## config.mk

```make
export PLATFORM = sky130hd
export DESIGN_NAME = load_store_cache_hit_tracker
export DESIGN_NICKNAME = d
export VERILOG_FILES = /design/src/design/lsct_pkg.sv /design/src/design/lsct_ram.sv /design/src/design/lsct_ctrl.sv /design/src/design/lsct_dp.sv /design/src/design/load_store_cache_hit_tracker.sv
export SDC_FILE = /design/constraint.sdc
export NUM_CORES = 2
export LEC_CHECK = 0
export ABC_AREA = 1
export ABC_CLOCK_PERIOD_IN_PS = 5650
export BUFFER_PORTS_ARGS = -buffer_cell sky130_fd_sc_hd__buf_4
export CAP_MARGIN = 20
export CORE_MARGIN = 2
export CORE_UTILIZATION = 39
export CTS_CLUSTER_SIZE = 24
export DETAILED_ROUTE_END_ITERATION = 10
export PLACE_DENSITY = 0.61
export SLEW_MARGIN = 0
export SYNTH_ARGS = -nofsm -noshare
export SYNTH_HDL_FRONTEND = slang
export SYNTH_HIERARCHICAL = 1
export SYNTH_SLANG_ARGS = --single-unit
```

## constraint.sdc

```tcl
create_clock -name clk -period 5.65 [get_ports clk]
set_input_delay 0.8475 -clock clk [delete_from_list [all_inputs] [get_ports clk]]
set_output_delay 0.8475 -clock clk [all_outputs]
set_load 0.01 [all_outputs]
```

## src/design/lsct_pkg.sv

```systemverilog
// shared types and constants for the load/store cache hit tracker
package lsct_pkg;

  localparam logic [31:0] ADDR_BASE = 32'h1000_0000;

  localparam int TAG_W   = 22;
  localparam int TAG_LSB = 10;

  // set index sits right above the line offset: 32-byte lines direct, 64-byte lines 4-way
  localparam int DIRECT_IDX_LSB = 5;
  localparam int ASSOC_IDX_LSB  = 6;

  localparam int IN_DATA_W  = 32;
  localparam int OUT_DATA_W = 72;

  localparam logic REQ_LOAD    = 1'b0;
  localparam logic REQ_STORE   = 1'b1;
  localparam logic MODE_DIRECT = 1'b0;
  localparam logic MODE_ASSOC  = 1'b1;

  typedef logic [TAG_W-1:0] tag_t;

  typedef struct packed {
    logic load;
    logic read;
    logic compare;
    logic commit;
  } lsct_cmd_t;

endpackage

```

## src/design/lsct_ram.sv

```systemverilog
// generic single-write, single-read ram with registered read data
module lsct_ram #(
  parameter int WIDTH = 22,
  parameter int DEPTH = 32
) (
  input  logic                     clk,
  input  logic                     we,
  input  logic [$clog2(DEPTH)-1:0] waddr,
  input  logic [WIDTH-1:0]         wdata,
  input  logic                     re,
  input  logic [$clog2(DEPTH)-1:0] raddr,
  output logic [WIDTH-1:0]         rdata
);

  logic [WIDTH-1:0] mem_r [DEPTH];

  always_ff @(posedge clk) begin
    if (we) begin
      mem_r[waddr] <= wdata;
    end
    if (re) begin
      rdata <= mem_r[raddr];
    end
  end

endmodule

```

## src/design/lsct_ctrl.sv

```systemverilog
// controller state machine: sequences tag read, compare and commit
module lsct_ctrl (
  input  logic                clk,
  input  logic                rst_n,
  input  logic                in_tvalid,
  output logic                in_tready,
  output logic                out_tvalid,
  input  logic                out_tready,
  output lsct_pkg::lsct_cmd_t cmd
);
  import lsct_pkg::*;

  typedef enum logic [1:0] {
    S_IDLE,
    S_READ,
    S_CMP,
    S_COMMIT
  } state_t;

  state_t         state_r, state_nxt;
  logic           out_valid_r, out_valid_nxt;

  always_comb begin
    cmd       = '0;
    state_nxt = state_r;
    case (state_r)
      S_IDLE: begin
        if (in_tvalid) begin
          cmd.load  = 1'b1;
          state_nxt = S_READ;
        end
      end
      S_READ: begin
        cmd.read  = 1'b1;
        state_nxt = S_CMP;
      end
      S_CMP: begin
        cmd.compare = 1'b1;
        state_nxt   = S_COMMIT;
      end
      S_COMMIT: begin
        // hold the result until the output register is free
        if (!out_valid_r || out_tready) begin
          cmd.commit = 1'b1;
          state_nxt  = S_IDLE;
        end
      end
      default: state_nxt = S_IDLE;
    endcase

    if (cmd.commit) begin
      out_valid_nxt = 1'b1;
    end else if (out_tready) begin
      out_valid_nxt = 1'b0;
    end else begin
      out_valid_nxt = out_valid_r;
    end
  end

  always_ff @(posedge clk) begin
    if (!rst_n) begin
      state_r     <= S_IDLE;
      out_valid_r <= 1'b0;
    end else begin
      state_r     <= state_nxt;
      out_valid_r <= out_valid_nxt;
    end
  end

  assign in_tready  = (state_r == S_IDLE);
  assign out_tvalid = out_valid_r;

  a_commit_shows: assert property (@(posedge clk) disable iff (!rst_n)
    cmd.commit |=> out_valid_r)
    else $error("commit did not present a result");

  a_result_from_commit: assert property (@(posedge clk) disable iff (!rst_n)
    $rose(out_valid_r) |-> $past(state_r == S_COMMIT))
    else $error("result appeared without a commit");

  a_idle_no_work: assert property (@(posedge clk) disable iff (!rst_n)
    in_tready |-> !(cmd.read || cmd.compare || cmd.commit))
    else $error("datapath command issued while idle");

endmodule

```

## src/design/lsct_dp.sv

```systemverilog
// datapath: set index, tag stores, lru ages, hit/miss counters, result register
module lsct_dp #(
  parameter int DIRECT_SETS = 32,
  parameter int ASSOC_SETS  = 16,
  parameter int ASSOC_WAYS  = 4
) (
  input  logic                              clk,
  input  logic                              rst_n,
  input  lsct_pkg::lsct_cmd_t               cmd,
  input  logic                              req_type,
  input  logic [31:0]                       access_address,
  input  logic                              cfg_we,
  input  logic                              cfg_mode,
  output logic [lsct_pkg::OUT_DATA_W-1:0]   out_tdata
);
  import lsct_pkg::*;

  localparam int DW    = $clog2(DIRECT_SETS);
  localparam int AIW   = $clog2(ASSOC_SETS);
  localparam int WW    = $clog2(ASSOC_WAYS);
  localparam int ROW_W = ASSOC_WAYS * TAG_W;

  logic                mode_r;
  logic                store_r;
  tag_t                tag_r;
  logic [DW-1:0]       dset_r;
  logic [AIW-1:0]      aset_r;
  logic [DIRECT_SETS-1:0]                             dvalid_r;
  logic [ASSOC_SETS-1:0][ASSOC_WAYS-1:0]              avalid_r;
  logic [ASSOC_SETS-1:0][ASSOC_WAYS-1:0][WW-1:0]      age_r;
  logic                hit_r;
  logic [WW-1:0]       way_r;
  logic                out_hit_r;
  logic [WW-1:0]       out_way_r;
  logic [31:0]         hit_cnt_r, miss_cnt_r;

  logic [31:0]         offset;
  logic [DW-1:0]       dset;
  logic [AIW-1:0]      aset;
  tag_t                dtag_q;
  logic [ROW_W-1:0]    arow_q, arow_wr;
  logic                dwe, awe;
  logic                dhit, found, got_inv, cmp_hit;
  logic [WW-1:0]       hway, iway, lway, sel_way, limit;
  logic [WW-1:0]       best;
  logic [ASSOC_WAYS-1:0][WW-1:0] age_set_nxt;

  assign offset = access_address - ADDR_BASE;
  assign dset   = dset_r;
  assign aset   = aset_r;

  lsct_ram #(.WIDTH(TAG_W), .DEPTH(DIRECT_SETS)) u_dtag (
    .clk   (clk),
    .we    (dwe),
    .waddr (dset),
    .wdata (tag_r),
    .re    (cmd.read),
    .raddr (dset),
    .rdata (dtag_q)
  );

  lsct_ram #(.WIDTH(ROW_W), .DEPTH(ASSOC_SETS)) u_atag (
    .clk   (clk),
    .we    (awe),
    .waddr (aset),
    .wdata (arow_wr),
    .re    (cmd.read),
    .raddr (aset),
    .rdata (arow_q)
  );

  // tag compare and victim choice
  always_comb begin
    dhit    = dvalid_r[dset] && (dtag_q == tag_r);
    found   = 1'b0;
    got_inv = 1'b0;
    hway    = '0;
    iway    = '0;
    for (int w = ASSOC_WAYS - 1; w >= 0; w--) begin
      if (avalid_r[aset][w] && (arow_q[w*TAG_W +: TAG_W] == tag_r)) begin
        found = 1'b1;
        hway  = WW'(w);
      end
      if (!avalid_r[aset][w]) begin
        got_inv = 1'b1;
        iway    = WW'(w);
      end
    end
    // oldest way, lowest index on a tie
    best = age_r[aset][0];
    lway = '0;
    for (int w = 1; w < ASSOC_WAYS; w++) begin
      if (age_r[aset][w] > best) begin
        best = age_r[aset][w];
        lway = WW'(w);
      end
    end
    sel_way = found ? hway : (got_inv ? iway : lway);
    cmp_hit = (mode_r == MODE_ASSOC) ? found : dhit;
  end

  assign dwe = cmd.commit && (mode_r == MODE_DIRECT) && !hit_r && (store_r == REQ_LOAD);
  assign awe = cmd.commit && (mode_r == MODE_ASSOC);

  always_comb begin
    arow_wr = arow_q;
    arow_wr[way_r*TAG_W +: TAG_W] = tag_r;
  end

  // true-lru age update of the accessed set
  always_comb begin
    limit = hit_r ? age_r[aset][way_r] : WW'(ASSOC_WAYS - 1);
    for (int w = 0; w < ASSOC_WAYS; w++) begin
      if (WW'(w) == way_r) begin
        age_set_nxt[w] = '0;
      end else if (avalid_r[aset][w] && (age_r[aset][w] < limit)) begin
        age_set_nxt[w] = age_r[aset][w] + 1'b1;
      end else begin
        age_set_nxt[w] = age_r[aset][w];
      end
    end
  end

  // control state and counters
  always_ff @(posedge clk) begin
    if (!rst_n) begin
      mode_r     <= MODE_DIRECT;
      dvalid_r   <= '0;
      avalid_r   <= '0;
      age_r      <= '0;
      hit_cnt_r  <= '0;
      miss_cnt_r <= '0;
    end else begin
      if (cfg_we) begin
        mode_r <= cfg_mode;
      end
      if (dwe) begin
        dvalid_r[dset] <= 1'b1;
      end
      if (awe) begin
        age_r[aset]           <= age_set_nxt;
        avalid_r[aset][way_r] <= 1'b1;
      end
      if (cmd.commit) begin
        if (hit_r) begin
          if (hit_cnt_r != '1) begin
            hit_cnt_r <= hit_cnt_r + 1'b1;
          end
        end else begin
          if (miss_cnt_r != '1) begin
            miss_cnt_r <= miss_cnt_r + 1'b1;
          end
        end
      end
    end
  end

  // item payload
  always_ff @(posedge clk) begin
    if (cmd.load) begin
      store_r <= req_type;
      tag_r   <= offset[31:TAG_LSB];
      dset_r  <= offset[DIRECT_IDX_LSB +: DW];
      aset_r  <= offset[ASSOC_IDX_LSB +: AIW];
    end
    if (cmd.compare) begin
      hit_r <= cmp_hit;
      way_r <= (mode_r == MODE_ASSOC) ? sel_way : '0;
    end
    if (cmd.commit) begin
      out_hit_r <= hit_r;
      out_way_r <= way_r;
    end
  end

  // counters only move at commit, so they stand for the waiting result
  assign out_tdata = {5'b0, miss_cnt_r, hit_cnt_r, 2'(out_way_r), out_hit_r};

  a_cnt_only_on_commit: assert property (@(posedge clk) disable iff (!rst_n)
    ($past(rst_n) && !$past(cmd.commit)) |-> ($stable(hit_cnt_r) && $stable(miss_cnt_r)))
    else $error("counter moved without a commit");

  a_one_counter: assert property (@(posedge clk) disable iff (!rst_n)
    $past(rst_n) |-> !((hit_cnt_r != $past(hit_cnt_r)) && (miss_cnt_r != $past(miss_cnt_r))))
    else $error("hit and miss counters moved together");

endmodule

```

## src/design/load_store_cache_hit_tracker.sv

```systemverilog
// path: an input transaction moves through tag ram read, compare and commit, and
// out_tvalid is registered from the commit. A new item is taken only after the last
// one has committed; a held result stalls only the commit step.
// reset: rst_n synchronous active low; clears all valid bits, lru ages, counters and
// cache_mode at once, so the block takes items on the first cycle after reset.
module load_store_cache_hit_tracker #(
  parameter int DIRECT_SETS = 32,
  parameter int ASSOC_SETS  = 16,
  parameter int ASSOC_WAYS  = 4
) (
  input  logic                                clk,
  input  logic                                rst_n,
  input  logic                                in_tvalid,
  output logic                                in_tready,
  input  logic [lsct_pkg::IN_DATA_W-1:0]      in_tdata,   // [31:0] access_address
  input  logic                                in_tuser,   // [0] req_type
  output logic                                out_tvalid,
  input  logic                                out_tready,
  output logic [lsct_pkg::OUT_DATA_W-1:0]     out_tdata,  // [0] was_hit, [2:1] way_used,
                                                          // [34:3] hit_total,
                                                          // [66:35] miss_total, rest zero
  input  logic                                cfg_valid,
  output logic                                cfg_ready,
  input  logic                                cfg_data    // cache_mode
);
  import lsct_pkg::*;

  lsct_cmd_t cmd;

  assign cfg_ready = 1'b1;

  lsct_ctrl u_ctrl (
    .clk        (clk),
    .rst_n      (rst_n),
    .in_tvalid  (in_tvalid),
    .in_tready  (in_tready),
    .out_tvalid (out_tvalid),
    .out_tready (out_tready),
    .cmd        (cmd)
  );

  lsct_dp #(
    .DIRECT_SETS (DIRECT_SETS),
    .ASSOC_SETS  (ASSOC_SETS),
    .ASSOC_WAYS  (ASSOC_WAYS)
  ) u_dp (
    .clk            (clk),
    .rst_n          (rst_n),
    .cmd            (cmd),
    .req_type       (in_tuser),
    .access_address (in_tdata),
    .cfg_we         (cfg_valid && cfg_ready),
    .cfg_mode       (cfg_data),
    .out_tdata      (out_tdata)
  );

endmodule
```

Yosys cells after proc, flatten, opt, wreduce, memory -nomap -nowiden
Memories as Yosys holds them, arrays and structs flattened. A register that Yosys moved wholly into a read port is not among the register bits.
Index checks and enable logic that the tools add are counted.
{"block": "word_totals", "output_inout_bits": 75, "ramBits": 2112, "in_bits": 39, "ff_bits": 330, "mem_count": 2, "elab_cells": 231}
{"block": "op_classes", "n_bitwise": 5, "add_sub_neg": 8, "order_cmp": 13, "muxes": 66, "shifts": 2, "multipliers": 1, "eq_ne": 15, "reduce_logical": 25}
{"memory": "u_dp.u_atag.mem_r", "words": 16, "width": 88, "rd": 1, "rd_ports_with_merged_regs": 1, "wr": 1, "line_no": "lsct_ram.sv:15", "text": "logic [WIDTH-1:0] mem_r [DEPTH];"}
{"memory": "u_dp.u_dtag.mem_r", "words": 32, "width": 22, "rd": 1, "rd_ports_with_merged_regs": 1, "wr": 1, "line_no": "lsct_ram.sv:15"}
{"operator": "bitwise mux 128 bit", "n": 1}
{"operator": "== test 22 bit", "n": 5}
{"operator": "bitwise mux 88 bit", "n": 1}
{"operator": "variable shift 22 x 34 -> 88 bit, first input constant", "n": 1}
{"operator": "variable part select 22 x 34 -> 88 bit", "n": 1}
{"operator": "adder 32 x 1 -> 32 bit, second input constant", "n": 2}
{"operator": "!= test 32 bit, second input constant", "n": 2}
{"operator": "OR 64 bit", "n": 1}
{"operator": "2-to-1 mux 2 bit", "n": 26}
{"operator": "negator 7 -> 34 bit", "n": 1}
{"operator": "binary-select mux 8 bit (select 4 bit)", "n": 1}
{"operator": "demux 8 bit (select 4 bit)", "n": 1}
{"operator": "OR 32 bit", "n": 1}
{"operator": "subtractor 32 x 29 -> 32 bit, second input constant", "n": 1}
{"operator": "2-to-1 mux 1 bit", "n": 25}
{"operator": "binary-select mux 4 bit (select 4 bit)", "n": 1}
{"operator": "demux 4 bit (select 4 bit)", "n": 1}
{"operator": "logical AND 1 bit", "n": 16}
{"operator": "2-to-1 mux 8 bit", "n": 2}
{"operator": "adder 2 x 1 -> 2 bit, second input constant", "n": 4}
{"operator": "< comparator 2 bit", "n": 4}
{"operator": "2-to-1 mux 4 bit", "n": 2}
{"operator": "one-hot mux 2 bit (4 select lines)", "n": 1}
{"operator": "> comparator 2 bit", "n": 3}
{"operator": "24 further kinds", "n": 31}

Depth between registers and ports, before layout
{"block": "depth", "ltp_word": 10, "mapped_depth": 31, "ltp_nobuf": 29}

Hierarchy
Netlist, hierarchy kept.
{"mod": "lsct_ram at u_dp.u_atag", "seq_area_each_um2": 44923.1, "cells_each": 5780, "area_each_um2": 62591.3, "n_inst": 1}
{"mod": "lsct_ram at u_dp.u_dtag", "seq_area_each_um2": 21800.9, "cells_each": 2446, "area_each_um2": 29120.4, "n_inst": 1}
{"mod": "lsct_dp", "seq_area_each_um2": 6806.5, "cells_each": 2883, "area_each_um2": 19532.5, "n_inst": 1}
{"mod": "lsct_ctrl", "seq_area_each_um2": 60.1, "cells_each": 30, "area_each_um2": 215.2, "n_inst": 1}
{"mod": "load_store_cache_hit_tracker", "seq_area_each_um2": 0.0, "cells_each": 2, "area_each_um2": 11.3, "n_inst": 1}

Least setup slack after synthesis
No wires, ideal clock.
{"block": "synth_path", "path_type": "in2reg", "from": "input out_tready", "to": "memory u_dp/u_atag/mem_r[12][0] (netlist bit) (enable)", "cell_stages": 8, "path_slack_ns": -0.363, "arrival_ns": 5.478, "setup_ns": 0.536, "path_buffers": 2, "required_ns": 5.114, "path_cell_list": "inv_1 a21oi_1 buf_4 nand2_1 clkbuf_1 inv_1 nand3_1 nor2_1"}
{"element": "start: declaration", "line_no": "load_store_cache_hit_tracker.sv:18", "text": "input logic out_tready,"}
{"element": "end: declaration", "line_no": "lsct_ram.sv:15"}

==> summary.md <==
| Metric | Value |
|---|---|
| R2R setup slack | 0.71 ns |
| Cells after synthesis | 11100 |
| R2r worst-path depth | 26 |
| Net switching power | 0.0172 W |
| Number of buffers created by CTS | 275 |
| Grt total ovfl | 0 |
| WL final | 328000 µm |
| Post-Layout Cell Count | 15200 |
| Clk root buf | clkbuf_16 |
| Global placement routability congestion | 0.992 |
| CTS tree | built |
| Crit path max fanout | 37 |
| Core Util, Final | 0.441 |
| Top Ports | 114 |
| WHS Endpoint | u_dp/tag_r[1] |
| Reg2reg start | u_dp/dset[2] |
| First-pass GRT wire length | 485000 µm |
| Synth Warn # | 6 |
| Clock Latency Late Sink | 0.86 ns |
| Share of cells above drive strength 1 | 0.0841 |
| P_int | 0.0362 W |
| Hold Path Class | input pin to register |
| Slew Limit Headroom | 0.136 |
| Max Clock Freq | 202 MHz |
| Post-CTS Hold Fix Bufs | 0 |
| Sw Share | 0.323 |
| Status | finished, final reports clean |
| Top FF cell, synth | edfxtp_1 |
| DP HPWL | 185000 µm |
| Clk_skew | 0.0405 ns |
| Critical path startpoint category | register |
| Setup Buffers After CTS | 0 |
| # resized after CTS | 0 |
| Yosys top cell by area | edfxtp_1 |
| FP Rows | 196 |
| Hold Vio Cnt, Final | 0 |
| Top post-synthesis cells by area | edfxtp_1 61%, nand2_1 12%, nand3_1 7.5%, dfxtp_1 5.2%, inv_1 4.5% |
| Number of global-route vias before repair | 75400 |
| Die height | 539 µm |
| Largest net degree at the start of global routing | 238 |
| R2r endpoint | u_dp/way_r[1] |
| I/O Buffers | 102 |
| Hold Startpoint | in_tdata[11] |
| Max clock buf depth | 4 |
| Clk pwr share | 0.331 |
| Pwr Density | 425 nW/µm² |
| Max VDD drop | 0.373 mV |
| CP Class | register to register |
| FFs w/ async S/R, synth | 0 |
| Synthesized cell area | 111000 µm² |
| WP data required | 6.24 ns |
| Max cap viols | 0 |
| Core Footprint | 285000 µm² |
| Commonest non-fill, non-tap cell in the layout | nand2_1 |
| Post-synthesis sequential area ratio | 0.660 |
| Fillers | 26400 |
| Clock net sink count | 2548 |
| Chip Width | 539 µm |
| DR DRC count | 0 |
| Vias | 80300 |
| Worst hold stages | 1 |
| Clk pin slew, worst setup/hold paths | 0.06 ns |
| Syn avg cell area | 10.0 µm² |
| Leakage power | 49.9 nW |
| Post-synth EDFFs | 2256 |
| Area growth, synth to finish | 12.7% |
| Commonest cells after routing, fill and taps aside | 3588 x nand2_1, 2256 x edfxtp_1, 1672 x nand3_1 |
| Storage element area | 73600 µm² |
| Initial DRT Pass Iterations | 9 |
| Synth top area share | 0.608 |
| CP arrival | 5.53 ns |
| DIE AREA | 290000 µm² |
| Fin crit share | 0.874 |
| Initial DRC Count | 8918 |
| Initial Utilization | 0.392 |
| Initial antenna violation count | 14 |
| DRT antenna net count | 0 |
| H-tree levels | 5 |
| Setup-failing EPs final | 0 |
| Flop pwr share | 0.438 |
| Layout Nets | 11300 |
| Netlist cell types | 59 |
| Final Max Tran Viols | 0 |
| Tightest Pin Transition | 1.30 ns |
| Tmin final | 4.94 ns |
| Crit. End Element | register |
| Combinational share of power | 0.231 |
| Multi-input gate area | 30000 µm² |
| Routed len/inst | 21.6 µm |
| Vias/cell | 5.29 |
| Synthesized flop and latch total | 2548 |
| Placed Cells | 14700 |
| RSZ-0062 raised after global routing | false |
| GRT Overall Usage | 0.219 |
## stage by stage
step	hold WS, ns	setup WS (ns)	cell area [µm²]	TNS (ns)	total power (W)
2_1_floorplan	0.430	-0.363	111000	-466.63	0.0308
4_1_cts	0.118	0.726	126000	0	0.0535
6_report	0.180	0.709	126000	0	0.0534
3_3_place_gp	0.436	0.537	117000	0	0.0356
5_1_grt	0.149	0.261	126000	0	0.0554
3_5_place_dp	0.440	0.744	117000	0	0.0358
## power by group through the flow
stage | combinational [W] | clock [W] | sequential (W)
after floorplan | 0.00716 | 0 | 0.0236
after global placement | 0.0118 | 0 | 0.0238
after detailed placement | 0.0121 | 0 | 0.0237
after CTS | 0.0121 | 0.0180 | 0.0234
after global routing | 0.0133 | 0.0187 | 0.0234
final | 0.0123 | 0.0177 | 0.0234
## layer usage
layer | share of wire | vias to the layer above | track usage
met5 | 0.00014 | - | 0
met2 | 0.45 | 3322 | 0.346
li1 | - | 37100 | -
met4 | 0.032 | 6 | 0.0724
met1 | 0.43 | 39300 | 0.312
met3 | 0.080 | 605 | 0.0284
## worst max path at each step
stage / from / endpoint / slack, ns
after floorplan: out_tready / u_dp/u_atag/mem_r[12][0] / -0.36
after global placement: u_dp/dset[2] / u_dp/way_r[1] / 0.54
after CTS: u_dp/dset[2] / u_dp/way_r[1] / 0.73
after global routing: u_dp/dset[2] / u_dp/way_r[1] / 0.26
final: u_dp/dset[2] / u_dp/way_r[1] / 0.71
after detailed placement: u_dp/dset[2] / u_dp/way_r[1] / 0.74
## cell families after synthesis
group,after synthesis,synth area share
simple gates,5687,0.215
flops,2548,0.660
buf+inv,2007,0.0741
compound gates,782,0.0407
xor+xnor,87,0.00690
fa+ha+maj,27,0.00303
other cells,2,0.0000674
mux,1,0.0000898
## state kept, by name (all words and copies together), names as in the netlist, 2 cells and up
name	cells
u_dp/u_dtag/mem_r	704
u_dp/u_atag/rdata	88
u_dp/way_r	2
u_dp/avalid_r	64
u_dp/u_dtag/rdata	22
u_ctrl/state_r	2
u_dp/u_atag/mem_r	1408
u_dp/age_r	128
u_dp/hit_cnt_r	32
u_dp/tag_r	22
u_dp/dvalid_r	32
u_dp/miss_cnt_r	32
u_dp/out_way_r	2
u_dp/dset	5
## critical path, stage by stage (launching register included)
cell and delay (ns):
edfxtp_1 0.70, inv_4 0.28, nor2_8 0.59, a22oi_1 0.16, nand2_1 0.11, nand2_1 0.06
nand4_1 0.22, inv_2 0.10, ha_1 0.32, nor2_1 0.10, nor2_1 0.05, a21oi_1 0.20
o21ai_0 0.15, ha_1 0.30, inv_1 0.04, o22ai_1 0.26, nand2_1 0.08, o21ai_0 0.08
ha_1 0.17, inv_1 0.05, nand2_1 0.06, a22oi_1 0.08, nor2_1 0.12, nand3_1 0.08
nand3_1 0.09, inv_1 0.07, o21a_1 0.16
## final cells by class
cell class,instances,share of cell area
multi-input combinational,6590,0.238
clock inverter,131,0.0107
timing repair buffer,414,0.0276
antenna,5,0.0000996
sequential,2548,0.586
clock buffer,348,0.0586
inverter,1373,0.0415
tap,3762,0.0375
## cells in the mapped netlist (all sizes together), types with 2 or more instances
master / number
o22ai: 40
xor2: 43
nand2: 3599
o21ai: 284
o211ai: 9
nand3: 1676
ha: 27
buf: 430
edfxtp: 2256
inv: 1367
o2111ai: 8
a22o: 4
clkinv: 6
a211oi: 5
nor4: 32
xnor2: 44
a32o: 5
a2111oi: 2
or2: 9
and3: 2
a31oi: 27
nor2: 253
conb: 2
o31ai: 5
nand4: 51
nor3b: 5
a221oi: 3
clkbuf: 204
dfxtp: 292
nor3: 57
a21oi: 307
o21a: 4
o221ai: 8
a22oi: 67
Note: power is estimated with default switching activity, not from simulation.
